==> src/design/pf2rgb_pkg.sv <==
// Shared types, format codes and fixed-point constants for the pixel
// format to RGB converter. No dependencies.
package pf2rgb_pkg;

   typedef enum logic [2:0] {
      FMT_BGRA = 3'd0,
      FMT_RGBA = 3'd1,
      FMT_BGR3 = 3'd2,
      FMT_NV12 = 3'd3,
      FMT_I420 = 3'd4,
      FMT_YUY2 = 3'd5
   } fmt_type;

   localparam int ACC_W = 28;

   localparam logic signed [ACC_W-1:0] Q16_Y    = 28'sd76309;
   localparam logic signed [ACC_W-1:0] Q16_RV   = 28'sd117489;
   localparam logic signed [ACC_W-1:0] Q16_GU   = 28'sd13975;
   localparam logic signed [ACC_W-1:0] Q16_GV   = 28'sd34925;
   localparam logic signed [ACC_W-1:0] Q16_BU   = 28'sd138438;
   localparam logic signed [ACC_W-1:0] Q16_HALF = 28'sd32768;

   localparam logic signed [8:0] LUMA_OFS   = 9'sd16;
   localparam logic signed [8:0] CHROMA_OFS = 9'sd128;

   typedef struct packed {
      logic [7:0] red;
      logic [7:0] green;
      logic [7:0] blue;
   } rgb_type;

   // round half up, clamp to 0..255
   function automatic logic [7:0] sat_channel(input logic signed [ACC_W-1:0] acc);
      logic signed [ACC_W-1:0] sum;
      logic [ACC_W-17:0]       t;
      sum = acc + Q16_HALF;
      t   = sum[ACC_W-1:16];
      if (acc < 0) begin
         return 8'd0;
      end else if (t > (ACC_W-16)'(255)) begin
         return 8'd255;
      end else begin
         return t[7:0];
      end
   endfunction

endpackage

==> src/design/pf2rgb_if.sv <==
// Valid/ready channel interfaces for the pixel request and the RGB result.
// Depends on nothing.
interface pf2rgb_req_if;
   logic       valid;
   logic       ready;
   logic [2:0] func;
   logic [7:0] byte0;
   logic [7:0] byte1;
   logic [7:0] byte2;
   logic [7:0] byte3;
   logic       odd_column;

   modport source (output valid, func, byte0, byte1, byte2, byte3, odd_column,
                   input ready);
   modport sink   (input valid, func, byte0, byte1, byte2, byte3, odd_column,
                   output ready);
endinterface

interface pf2rgb_rsp_if;
   logic       valid;
   logic       ready;
   logic [7:0] red;
   logic [7:0] green;
   logic [7:0] blue;
   logic       valid_res;

   modport source (output valid, red, green, blue, valid_res, input ready);
   modport sink   (input valid, red, green, blue, valid_res, output ready);
endinterface

==> src/design/pf2rgb_yuv.sv <==
// BT.709 limited-range YCbCr to RGB matrix in Q16, rounded and saturated.
// Depends on pf2rgb_pkg.
module pf2rgb_yuv (
   input  logic [7:0]          luma,
   input  logic [7:0]          cb,
   input  logic [7:0]          cr,
   output pf2rgb_pkg::rgb_type rgb
);

   logic signed [8:0] y_d;
   logic signed [8:0] u_d;
   logic signed [8:0] v_d;
   logic signed [pf2rgb_pkg::ACC_W-1:0] yy;
   logic signed [pf2rgb_pkg::ACC_W-1:0] r_acc;
   logic signed [pf2rgb_pkg::ACC_W-1:0] g_acc;
   logic signed [pf2rgb_pkg::ACC_W-1:0] b_acc;

   assign y_d = signed'({1'b0, luma}) - pf2rgb_pkg::LUMA_OFS;
   assign u_d = signed'({1'b0, cb}) - pf2rgb_pkg::CHROMA_OFS;
   assign v_d = signed'({1'b0, cr}) - pf2rgb_pkg::CHROMA_OFS;

   assign yy    = pf2rgb_pkg::ACC_W'(y_d) * pf2rgb_pkg::Q16_Y;
   assign r_acc = yy + pf2rgb_pkg::ACC_W'(v_d) * pf2rgb_pkg::Q16_RV;
   assign g_acc = yy - pf2rgb_pkg::ACC_W'(u_d) * pf2rgb_pkg::Q16_GU
                     - pf2rgb_pkg::ACC_W'(v_d) * pf2rgb_pkg::Q16_GV;
   assign b_acc = yy + pf2rgb_pkg::ACC_W'(u_d) * pf2rgb_pkg::Q16_BU;

   assign rgb.red   = pf2rgb_pkg::sat_channel(r_acc);
   assign rgb.green = pf2rgb_pkg::sat_channel(g_acc);
   assign rgb.blue  = pf2rgb_pkg::sat_channel(b_acc);

endmodule

==> src/design/pixel_format_to_rgb_core.sv <==
// Pixel format to RGB converter, top level.
// Depends on pf2rgb_pkg, pf2rgb_if and pf2rgb_yuv.
//
// Usage:
//   req_chan carries one pixel per item: format code, four raw bytes and the
//   column parity. rsp_chan returns one item per request: red, green, blue
//   and valid_res (0 with zero colors for an unsupported format code).
//   Packed RGB formats are reordered; NV12, I420 and YUY2 go through a
//   BT.709 limited-range matrix with rounding and saturation.
//
// Pipeline: input register, then result register, between request accept
//   and result valid.
// Throughput: one item per cycle while rsp_chan accepts results; the
//   constant-coefficient matrix between the input register and the result register sets the cycle time.
// Reset: synchronous, active high; both stages empty, req_chan.ready high.
// Stall: with rsp_chan.ready low the result holds, one more item is taken
//   into the input register, and then req_chan.ready drops.
module pixel_format_to_rgb_core (
   input  logic        clock,
   input  logic        reset,
   pf2rgb_req_if.sink  req_chan,
   pf2rgb_rsp_if.source rsp_chan
);

   logic                s1_valid_ff;
   logic [2:0]          func_ff;
   logic [7:0]          byte0_ff;
   logic [7:0]          byte1_ff;
   logic [7:0]          byte2_ff;
   logic [7:0]          byte3_ff;
   logic                odd_ff;

   logic                rsp_valid_ff;
   pf2rgb_pkg::rgb_type rgb_ff;
   pf2rgb_pkg::rgb_type rgb_in;
   logic                res_ok_ff;
   logic                res_ok_in;

   logic                out_free;
   logic                req_take;
   logic [7:0]          luma_sel;
   logic [7:0]          cr_sel;
   pf2rgb_pkg::rgb_type yuv_rgb;

   assign out_free       = !rsp_valid_ff || rsp_chan.ready;
   assign req_chan.ready = !s1_valid_ff || out_free;
   assign req_take       = req_chan.valid && req_chan.ready;

   always_ff @(posedge clock) begin
      if (reset) begin
         s1_valid_ff <= 1'b0;
      end else if (req_chan.ready) begin
         s1_valid_ff <= req_chan.valid;
      end
   end

   always_ff @(posedge clock) begin
      if (req_take) begin
         func_ff  <= req_chan.func;
         byte0_ff <= req_chan.byte0;
         byte1_ff <= req_chan.byte1;
         byte2_ff <= req_chan.byte2;
         byte3_ff <= req_chan.byte3;
         odd_ff   <= req_chan.odd_column;
      end
   end

   always_comb begin
      if (func_ff == pf2rgb_pkg::FMT_YUY2) begin
         luma_sel = odd_ff ? byte2_ff : byte0_ff;
         cr_sel   = byte3_ff;
      end else begin
         luma_sel = byte0_ff;
         cr_sel   = byte2_ff;
      end
   end

   pf2rgb_yuv u_yuv (
      .luma (luma_sel),
      .cb   (byte1_ff),
      .cr   (cr_sel),
      .rgb  (yuv_rgb)
   );

   always_comb begin
      res_ok_in = 1'b1;
      case (func_ff)
         pf2rgb_pkg::FMT_BGRA, pf2rgb_pkg::FMT_BGR3: begin
            rgb_in = '{red: byte2_ff, green: byte1_ff, blue: byte0_ff};
         end
         pf2rgb_pkg::FMT_RGBA: begin
            rgb_in = '{red: byte0_ff, green: byte1_ff, blue: byte2_ff};
         end
         pf2rgb_pkg::FMT_NV12, pf2rgb_pkg::FMT_I420, pf2rgb_pkg::FMT_YUY2: begin
            rgb_in = yuv_rgb;
         end
         default: begin
            rgb_in    = '0;
            res_ok_in = 1'b0;
         end
      endcase
   end

   always_ff @(posedge clock) begin
      if (reset) begin
         rsp_valid_ff <= 1'b0;
      end else if (out_free) begin
         rsp_valid_ff <= s1_valid_ff;
      end
   end

   always_ff @(posedge clock) begin
      if (out_free && s1_valid_ff) begin
         rgb_ff    <= rgb_in;
         res_ok_ff <= res_ok_in;
      end
   end

   assign rsp_chan.valid     = rsp_valid_ff;
   assign rsp_chan.red       = rgb_ff.red;
   assign rsp_chan.green     = rgb_ff.green;
   assign rsp_chan.blue      = rgb_ff.blue;
   assign rsp_chan.valid_res = res_ok_ff;

   a_reset_empty : assert property (@(posedge clock)
      $past(reset) |-> !s1_valid_ff && !rsp_valid_ff)
      else $error("pipeline not empty after reset");

   a_take_fills : assert property (@(posedge clock) disable iff (reset)
      req_take |=> s1_valid_ff)
      else $error("accepted item lost from input register");

   a_s1_hold : assert property (@(posedge clock) disable iff (reset)
      s1_valid_ff && !out_free |=> s1_valid_ff && $stable(func_ff) && $stable(byte0_ff))
      else $error("input register changed while stalled");

   a_drain : assert property (@(posedge clock) disable iff (reset)
      s1_valid_ff && out_free |=> rsp_valid_ff)
      else $error("item did not reach result register");

   a_bad_fmt_zero : assert property (@(posedge clock) disable iff (reset)
      rsp_valid_ff && !res_ok_ff |-> rgb_ff == '0)
      else $error("unsupported format gave nonzero color");

endmodule
==> src/flat_wrapper.sv <==
// flat-port wrapper written by rule: the top's interface ports become plain ports
module pixel_format_to_rgb_core_flat 
  (clock, reset, req_chan_valid, req_chan_func, req_chan_byte0, req_chan_byte1, req_chan_byte2, req_chan_byte3, req_chan_odd_column, req_chan_ready, rsp_chan_valid, rsp_chan_red, rsp_chan_green, rsp_chan_blue, rsp_chan_valid_res, rsp_chan_ready);
  pf2rgb_req_if req_chan_i ();
  pf2rgb_rsp_if rsp_chan_i ();
  input  logic clock;
  input  logic reset;
  input wire logic [$bits(req_chan_i.valid)-1:0] req_chan_valid;
  input wire logic [$bits(req_chan_i.func)-1:0] req_chan_func;
  input wire logic [$bits(req_chan_i.byte0)-1:0] req_chan_byte0;
  input wire logic [$bits(req_chan_i.byte1)-1:0] req_chan_byte1;
  input wire logic [$bits(req_chan_i.byte2)-1:0] req_chan_byte2;
  input wire logic [$bits(req_chan_i.byte3)-1:0] req_chan_byte3;
  input wire logic [$bits(req_chan_i.odd_column)-1:0] req_chan_odd_column;
  output wire logic [$bits(req_chan_i.ready)-1:0] req_chan_ready;
  output wire logic [$bits(rsp_chan_i.valid)-1:0] rsp_chan_valid;
  output wire logic [$bits(rsp_chan_i.red)-1:0] rsp_chan_red;
  output wire logic [$bits(rsp_chan_i.green)-1:0] rsp_chan_green;
  output wire logic [$bits(rsp_chan_i.blue)-1:0] rsp_chan_blue;
  output wire logic [$bits(rsp_chan_i.valid_res)-1:0] rsp_chan_valid_res;
  input wire logic [$bits(rsp_chan_i.ready)-1:0] rsp_chan_ready;
  assign req_chan_i.valid = req_chan_valid;
  assign req_chan_i.func = req_chan_func;
  assign req_chan_i.byte0 = req_chan_byte0;
  assign req_chan_i.byte1 = req_chan_byte1;
  assign req_chan_i.byte2 = req_chan_byte2;
  assign req_chan_i.byte3 = req_chan_byte3;
  assign req_chan_i.odd_column = req_chan_odd_column;
  assign req_chan_ready = req_chan_i.ready;
  assign rsp_chan_valid = rsp_chan_i.valid;
  assign rsp_chan_red = rsp_chan_i.red;
  assign rsp_chan_green = rsp_chan_i.green;
  assign rsp_chan_blue = rsp_chan_i.blue;
  assign rsp_chan_valid_res = rsp_chan_i.valid_res;
  assign rsp_chan_i.ready = rsp_chan_ready;
  pixel_format_to_rgb_core u_core (.clock(clock), .reset(reset), .req_chan(req_chan_i), .rsp_chan(rsp_chan_i));
endmodule
==> config.mk <==
export PLATFORM = sky130hd
export DESIGN_NAME = pixel_format_to_rgb_core_flat
export DESIGN_NICKNAME = d
export VERILOG_FILES = /design/src/design/pf2rgb_pkg.sv /design/src/design/pf2rgb_if.sv /design/src/design/pf2rgb_yuv.sv /design/src/design/pixel_format_to_rgb_core.sv /design/src/flat_wrapper.sv
export SDC_FILE = /design/constraint.sdc
export NUM_CORES = 1
export LEC_CHECK = 0
export BUFFER_PORTS_ARGS = -buffer_cell sky130_fd_sc_hd__buf_2
export CAP_MARGIN = 20
export CORE_MARGIN = 5
export CORE_UTILIZATION = 44
export CTS_CLUSTER_SIZE = 12
export DETAILED_ROUTE_END_ITERATION = 7
export SLEW_MARGIN = 10
export SYNTH_ARGS = -nofsm -noshare
export SYNTH_HDL_FRONTEND = slang
export SYNTH_SLANG_ARGS = --single-unit
==> constraint.sdc <==
create_clock -name clock -period 20.8 [get_ports clock]
set_input_delay 1.04 -clock clock [delete_from_list [all_inputs] [get_ports clock]]
set_output_delay 1.04 -clock clock [all_outputs]
set_load 0.1 [all_outputs]
* Word level (Yosys, flattened, before mapping)
Index checks and enable logic that the tools add are counted.
** Storage, ports and cells
- Input bits :: 40
- Bits in registers :: 63
- Output and inout bits :: 27
- Memories :: 0
- ROM bits :: 0
- RAM bits :: 0
- Bits in latches :: 0
- Word-level logic and storage cells :: 59
** Operators by class
- Reductions and logical operators :: 10
- Add/sub/neg operators :: 10
- Bitwise operators :: 0
- Shift operators :: 0
- $mul :: 5
- Multiplexer cells :: 11
- Equal/unequal tests :: 5
- Divide/modulo/power cells :: 0
- Magnitude comparators :: 6
** Operator list (number)
- $add A28 B17 Y28 const B :: 3
- $lt A28 B1 Y1 const B :: 3
- $mul A9 B18 Y27 const B :: 3
- $mux W8 :: 9
- $pmux W24 S3 :: 1
- $gt A12 B8 Y1 const B :: 3
- $add A27 B27 Y28 :: 1
- $add A27 B28 Y28 :: 1
- $sub A27 B24 Y28 :: 1
- $sub A28 B26 Y28 :: 1
- $mul A9 B17 Y26 const B :: 1
- $mul A9 B15 Y24 const B :: 1
- $sub A8 B8 Y9 const B :: 2
- $sub A8 B5 Y9 const B :: 1
- $eq A3 B2 Y1 const B :: 2
- $eq A3 B3 Y1 const B :: 2
- $reduce_or A6 Y1 :: 1
- $eq A3 B1 Y1 const B :: 1
- $logic_not A3 Y1 :: 1
- $reduce_or A3 Y1 :: 1
- $logic_and A1 B1 Y1 :: 2
- $logic_not A1 Y1 :: 2
- $logic_or A1 B1 Y1 :: 2
- $reduce_or A2 Y1 :: 1
- $mux W1 :: 1

* Depth between registers and ports, before layout
- Depth in word-level cells :: 11
- Gate-level depth with buffers :: 48
- Gate-level depth less buffers :: 44

* Cells and area by module
From an unflattened synthesis, not the netlist that was laid out.
** Unflattened totals
- Cell total of the unflattened synthesis :: 1866
- Area total of the unflattened synthesis :: 17873.4 sq um
** By module, submodules not included
- pf2rgb_yuv :: area an instance 15049.4 sq um, cells an instance 1684, instances 1, seq. area each 0.0 sq um
- pixel_format_to_rgb_core :: area an instance 2824.0 sq um, cells an instance 182, instances 1, seq. area each 1871.8 sq um

* Worst setup path after synthesis
OpenSTA, ideal clock, no wires.
- Path type :: flip-flop to flip-flop
- From :: reg u_core.func_ff[2]
- To :: reg u_core.rgb_ff, in the netlist u_core.rsp_chan.green[0] (data pin)
- Required time :: 20.539 ns
- Clock period less this slack :: 10.799 ns
- Cell stages (with the launch flop) :: 46
- Slack :: 10.001 ns
- Buffers on the path :: 4
- Setup time :: 0.261 ns
- Arrival time :: 10.538 ns
- Cells stage by stage :: edfxtp_1 -> buf_4 -> nand4b_1 -> buf_1 -> mux2i_1 -> ha_1 -> inv_1 -> ha_1 -> ha_1 -> ha_1 -> fa_1 -> fa_1 -> ha_1 -> a21oi_1 -> o21bai_1 -> a21oi_1 -> o21bai_1 -> a21oi_1 -> (+10 left out) -> inv_1 -> fa_1 -> inv_1 -> ha_1 -> nand3_1 -> nor2_1 -> a211oi_1 -> inv_1 -> o21a_1 -> a31o_4 -> a2111oi_4 -> o31ai_1 -> xor2_1 -> and2_4 -> buf_6 -> and2_4 -> buf_6 -> a221o_1
** RTL lines
- from (decl) :: line pixel_format_to_rgb_core.sv:26 : logic [2:0] func_ff;
- from (signal assigned) :: line pixel_format_to_rgb_core.sv:59 : func_ff <= req_chan.func;
- to (signal assigned) :: line pixel_format_to_rgb_core.sv:114 : rgb_ff <= rgb_in;
- to (decl) :: line pixel_format_to_rgb_core.sv:34 : pf2rgb_pkg::rgb_type rgb_ff;

==> impl_metrics.csv <==
group,metric,value,unit
cts,cts_setup_buffers,0,
cts,clockBufferDepth,2,
grt,grt_remaining_overflow,0,
critical_path,cp.required,20890,ps
timing,hold_viol,0,
route,post-route-drc-count,0,
finish,syn2layout_area_growth,7.53,%
critical_path,crit_fanout,11,
grt,grtUsageTotal,20.7,%
critical_path,reg2reg_depth,44,
timing,rsz0062_at_grt,"false",
place,place_area,18400,sq um
synthesis,synth.avg_cell_area,9.82,sq um
synthesis,synth_seq_area_share,10.8,%
route,first_pass_iters,5,
place,place_ws,8870,ps
finish,final_nets,2510,
timing,period_minus_slack,11980,ps
grt,grt_max_degree,37,
timing,fin_ws,8820,ps
cts,clkLatencyLatePin,350,ps
cts,cts_tree,"built",
critical_path,max_stage_delay,840,ps
cts,cts_resized,0,
floorplan,die_h,208,um
hold_path,hp-class,"reg -> reg",
grt,grt_pass1_vias,13200,
route,wire_per_inst,18.8,um
cts,clock_sinks,63,
synthesis,synthArstFlopShare,0,%
floorplan,io_pins,67,
timing,setup_viol,0,
synthesis,synth_flop_cell,"edfxtp_1",
critical_path,critPathArrivalTime,12070,ps
critical_path,r2r_slack,8820,ps
critical_path,start_kind,"flip-flop",
synthesis,netlist_area,17300,sq um
route,postRouteWirelength,44400,um
cts,cts-htree-levels,3,
timing,tightestPinTransition,1080,ps
synthesis,synth_top_area_cell,"ha_1",
timing,max-slew-margin-rel,27.9,%
synthesis,synth_area_leaders,"ha_1, fa_1, edfxtp_1, inv_1, xnor2_1",
synthesis,syn_inst,1764,
floorplan,start_util,44.6,%
route,vias,12600,
hold_path,holdCritStartpoint,"u_core.s1_valid_ff",
grt,grt_antenna_before_repair,0,
finish,final_common_cell,"inv_1",
place,placed_cells,2350,
synthesis,yosysWarnings,0,
critical_path,slowest_stage,"mux2i_1",
cts,path_clk_slew,60,ps
cts,cts_inserted_buffers,9,
timing,max_freq,83.5,MHz
route,drtAntennaViolNets,0,
synthesis,synth_top_area_share,30.0,%
grt,grt_pass1_wl,70900,um
critical_path,rr_startpoint,"u_core.func_ff[1]",
hold_path,hold_depth,2,
route,avgViaCountPerCell,5.31,
timing,period_share,57.6,%
place,gp_congestion,0.938,
finish,fillers,3684,
timing,clock-skew-final,7.83,ps
synthesis,syn-num-nets,2431,
floorplan,dieArea,43400,sq um
finish,diodes,0,
critical_path,criticalPathCategory,"reg -> reg",
finish,layout.cells.non_filler,2366,
place,io_buffers,66,
finish,mostFrequentLayoutCells,"inv_1, ha_1, fa_1",
synthesis,synth_seq_cells,63,
floorplan,core,38800,sq um
timing,setup_tns,0,ps
finish,design_area,18600,sq um
cts,root_buffer,"clkbuf_16",
critical_path,worstReg2RegEnd,"u_core.rsp_chan.green[7]",
synthesis,synth_edf_count,61,
flow_run,maxCapViolCount,0,
status,status,"complete, no violations",
floorplan,fp.dieW,208,um
finish,ff_latch_area,1870,sq um
hold_path,holdPathEnd,"u_core.rsp_chan.valid",
synthesis,synth.distinct_cells,87,
cts,hold_buffers,0,
finish,drive_gt1_share,7.41,%
place,dp_hpwl,38700,um
critical_path,end_kind,"flip-flop",
floorplan,fp-row-count,72,
timing,slew_viol_final,0,
finish,multi_input_area,13800,sq um
route,drtIter0Drc,680,
==> worst max-delay path, delay by kind of cell, from the launching register on <==
kind	cells	cell delay (ps)
AND/OR/NAND/NOR	9	2220
AO/OA/AOI/OAI	11	2080
buffers and inverters	9	870
adder cells (fa/ha/maj)	14	5220
multiplexers	1	840
flip-flops	1	470
==> Yosys cell counts, types with 5 or more instances <==
| cell type | number |
|---|---|
| inv_1 | 426 |
| xor2_1 | 33 |
| fa_1 | 212 |
| nand3_1 | 22 |
| nor3_1 | 24 |
| o21ai_1 | 5 |
| nand2_1 | 50 |
| a22oi_1 | 25 |
| a21oi_1 | 62 |
| o21ai_0 | 28 |
| or2_2 | 9 |
| edfxtp_1 | 61 |
| a21o_1 | 30 |
| nor2_1 | 66 |
| mux2i_1 | 17 |
| xnor2_1 | 56 |
| ha_1 | 415 |
| o21a_1 | 15 |
| nor2b_1 | 9 |
| a31oi_1 | 12 |
| mux2_2 | 6 |
| a221o_1 | 8 |
| o21bai_1 | 8 |
| nor3b_1 | 10 |
| and3_1 | 7 |
| nand2b_1 | 9 |
| nand4_1 | 9 |
| a211oi_1 | 10 |
| or3_1 | 6 |
| a211o_1 | 9 |
| and2_1 | 10 |
| o211ai_1 | 8 |
==> layer usage <==
metal / GRT usage, % / wire [um] / vias to the layer above / part of all wire (%)
met3: 3.09 / 2120 / 65 / 4.8
met2: 34.4 / 20600 / 258 / 46
met4: 7.45 / 1690 / 0 / 3.8
met5: 0 / 0 / - / 0
li1: - / - / 6065 / -
met1: 27.7 / 20000 / 6183 / 45
==> kinds of logic after synthesis <==
family	count (synthesis)	synth area share, %
compound gates	262	10.9
xor+xnor	92	4.85
fa+ha+maj	628	54.5
buf+inv	436	9.55
flops	63	10.8
mux	24	1.44
simple gates	259	7.92
==> layout make-up <==
type	count	area share (%)
Clock buffer	9	1.21
Clock inverter	7	0.295
Inverter	426	8.58
Multi-Input combinational cell	1265	74.1
Sequential cell	63	10.0
Tap cell	518	3.48
Timing Repair Buffer	78	2.26
==> metrics by stage <==
stage | utilization (%) | hold WS, ps
3_3_place_gp | 47.3 | 499
5_1_grt | 48.0 | 562
2_1_floorplan | - | 478
4_1_cts | 48.0 | 518
3_5_place_dp | 47.3 | 513
6_report | 48.0 | 516
==> how the worst max path moves through the flow <==
stage                               end  slack, ps              start  depth (start not counted)
2_1_floorplan  u_core.rsp_chan.green[0]      10000  u_core.func_ff[2]                         45
3_3_place_gp   u_core.rsp_chan.green[0]       9210  u_core.func_ff[1]                         41
3_5_place_dp   u_core.rsp_chan.green[2]       8870  u_core.func_ff[1]                         44
4_1_cts        u_core.rsp_chan.green[2]       8830  u_core.func_ff[1]                         44
5_1_grt        u_core.rsp_chan.green[2]       8160  u_core.func_ff[1]                         44
6_report       u_core.rsp_chan.green[7]       8820  u_core.func_ff[1]                         44
==> state kept, by name, indices dropped and copies added (netlist names) <==
| name | count |
|---|---|
| u_core.byte0_ff | 8 |
| u_core.byte1_ff | 8 |
| u_core.byte2_ff | 8 |
| u_core.byte3_ff | 8 |
| u_core.rsp_chan.blue | 8 |
| u_core.rsp_chan.green | 8 |
| u_core.rsp_chan.red | 8 |
| u_core.func_ff | 3 |
| u_core.odd_ff | 1 |
| u_core.rsp_chan.valid | 1 |
| u_core.rsp_chan.valid_res | 1 |
| u_core.s1_valid_ff | 1 |
Power is left out: the tool's default activity adds up to more than one toggle a clock period on the data nets, which glitch-free logic cannot reach.
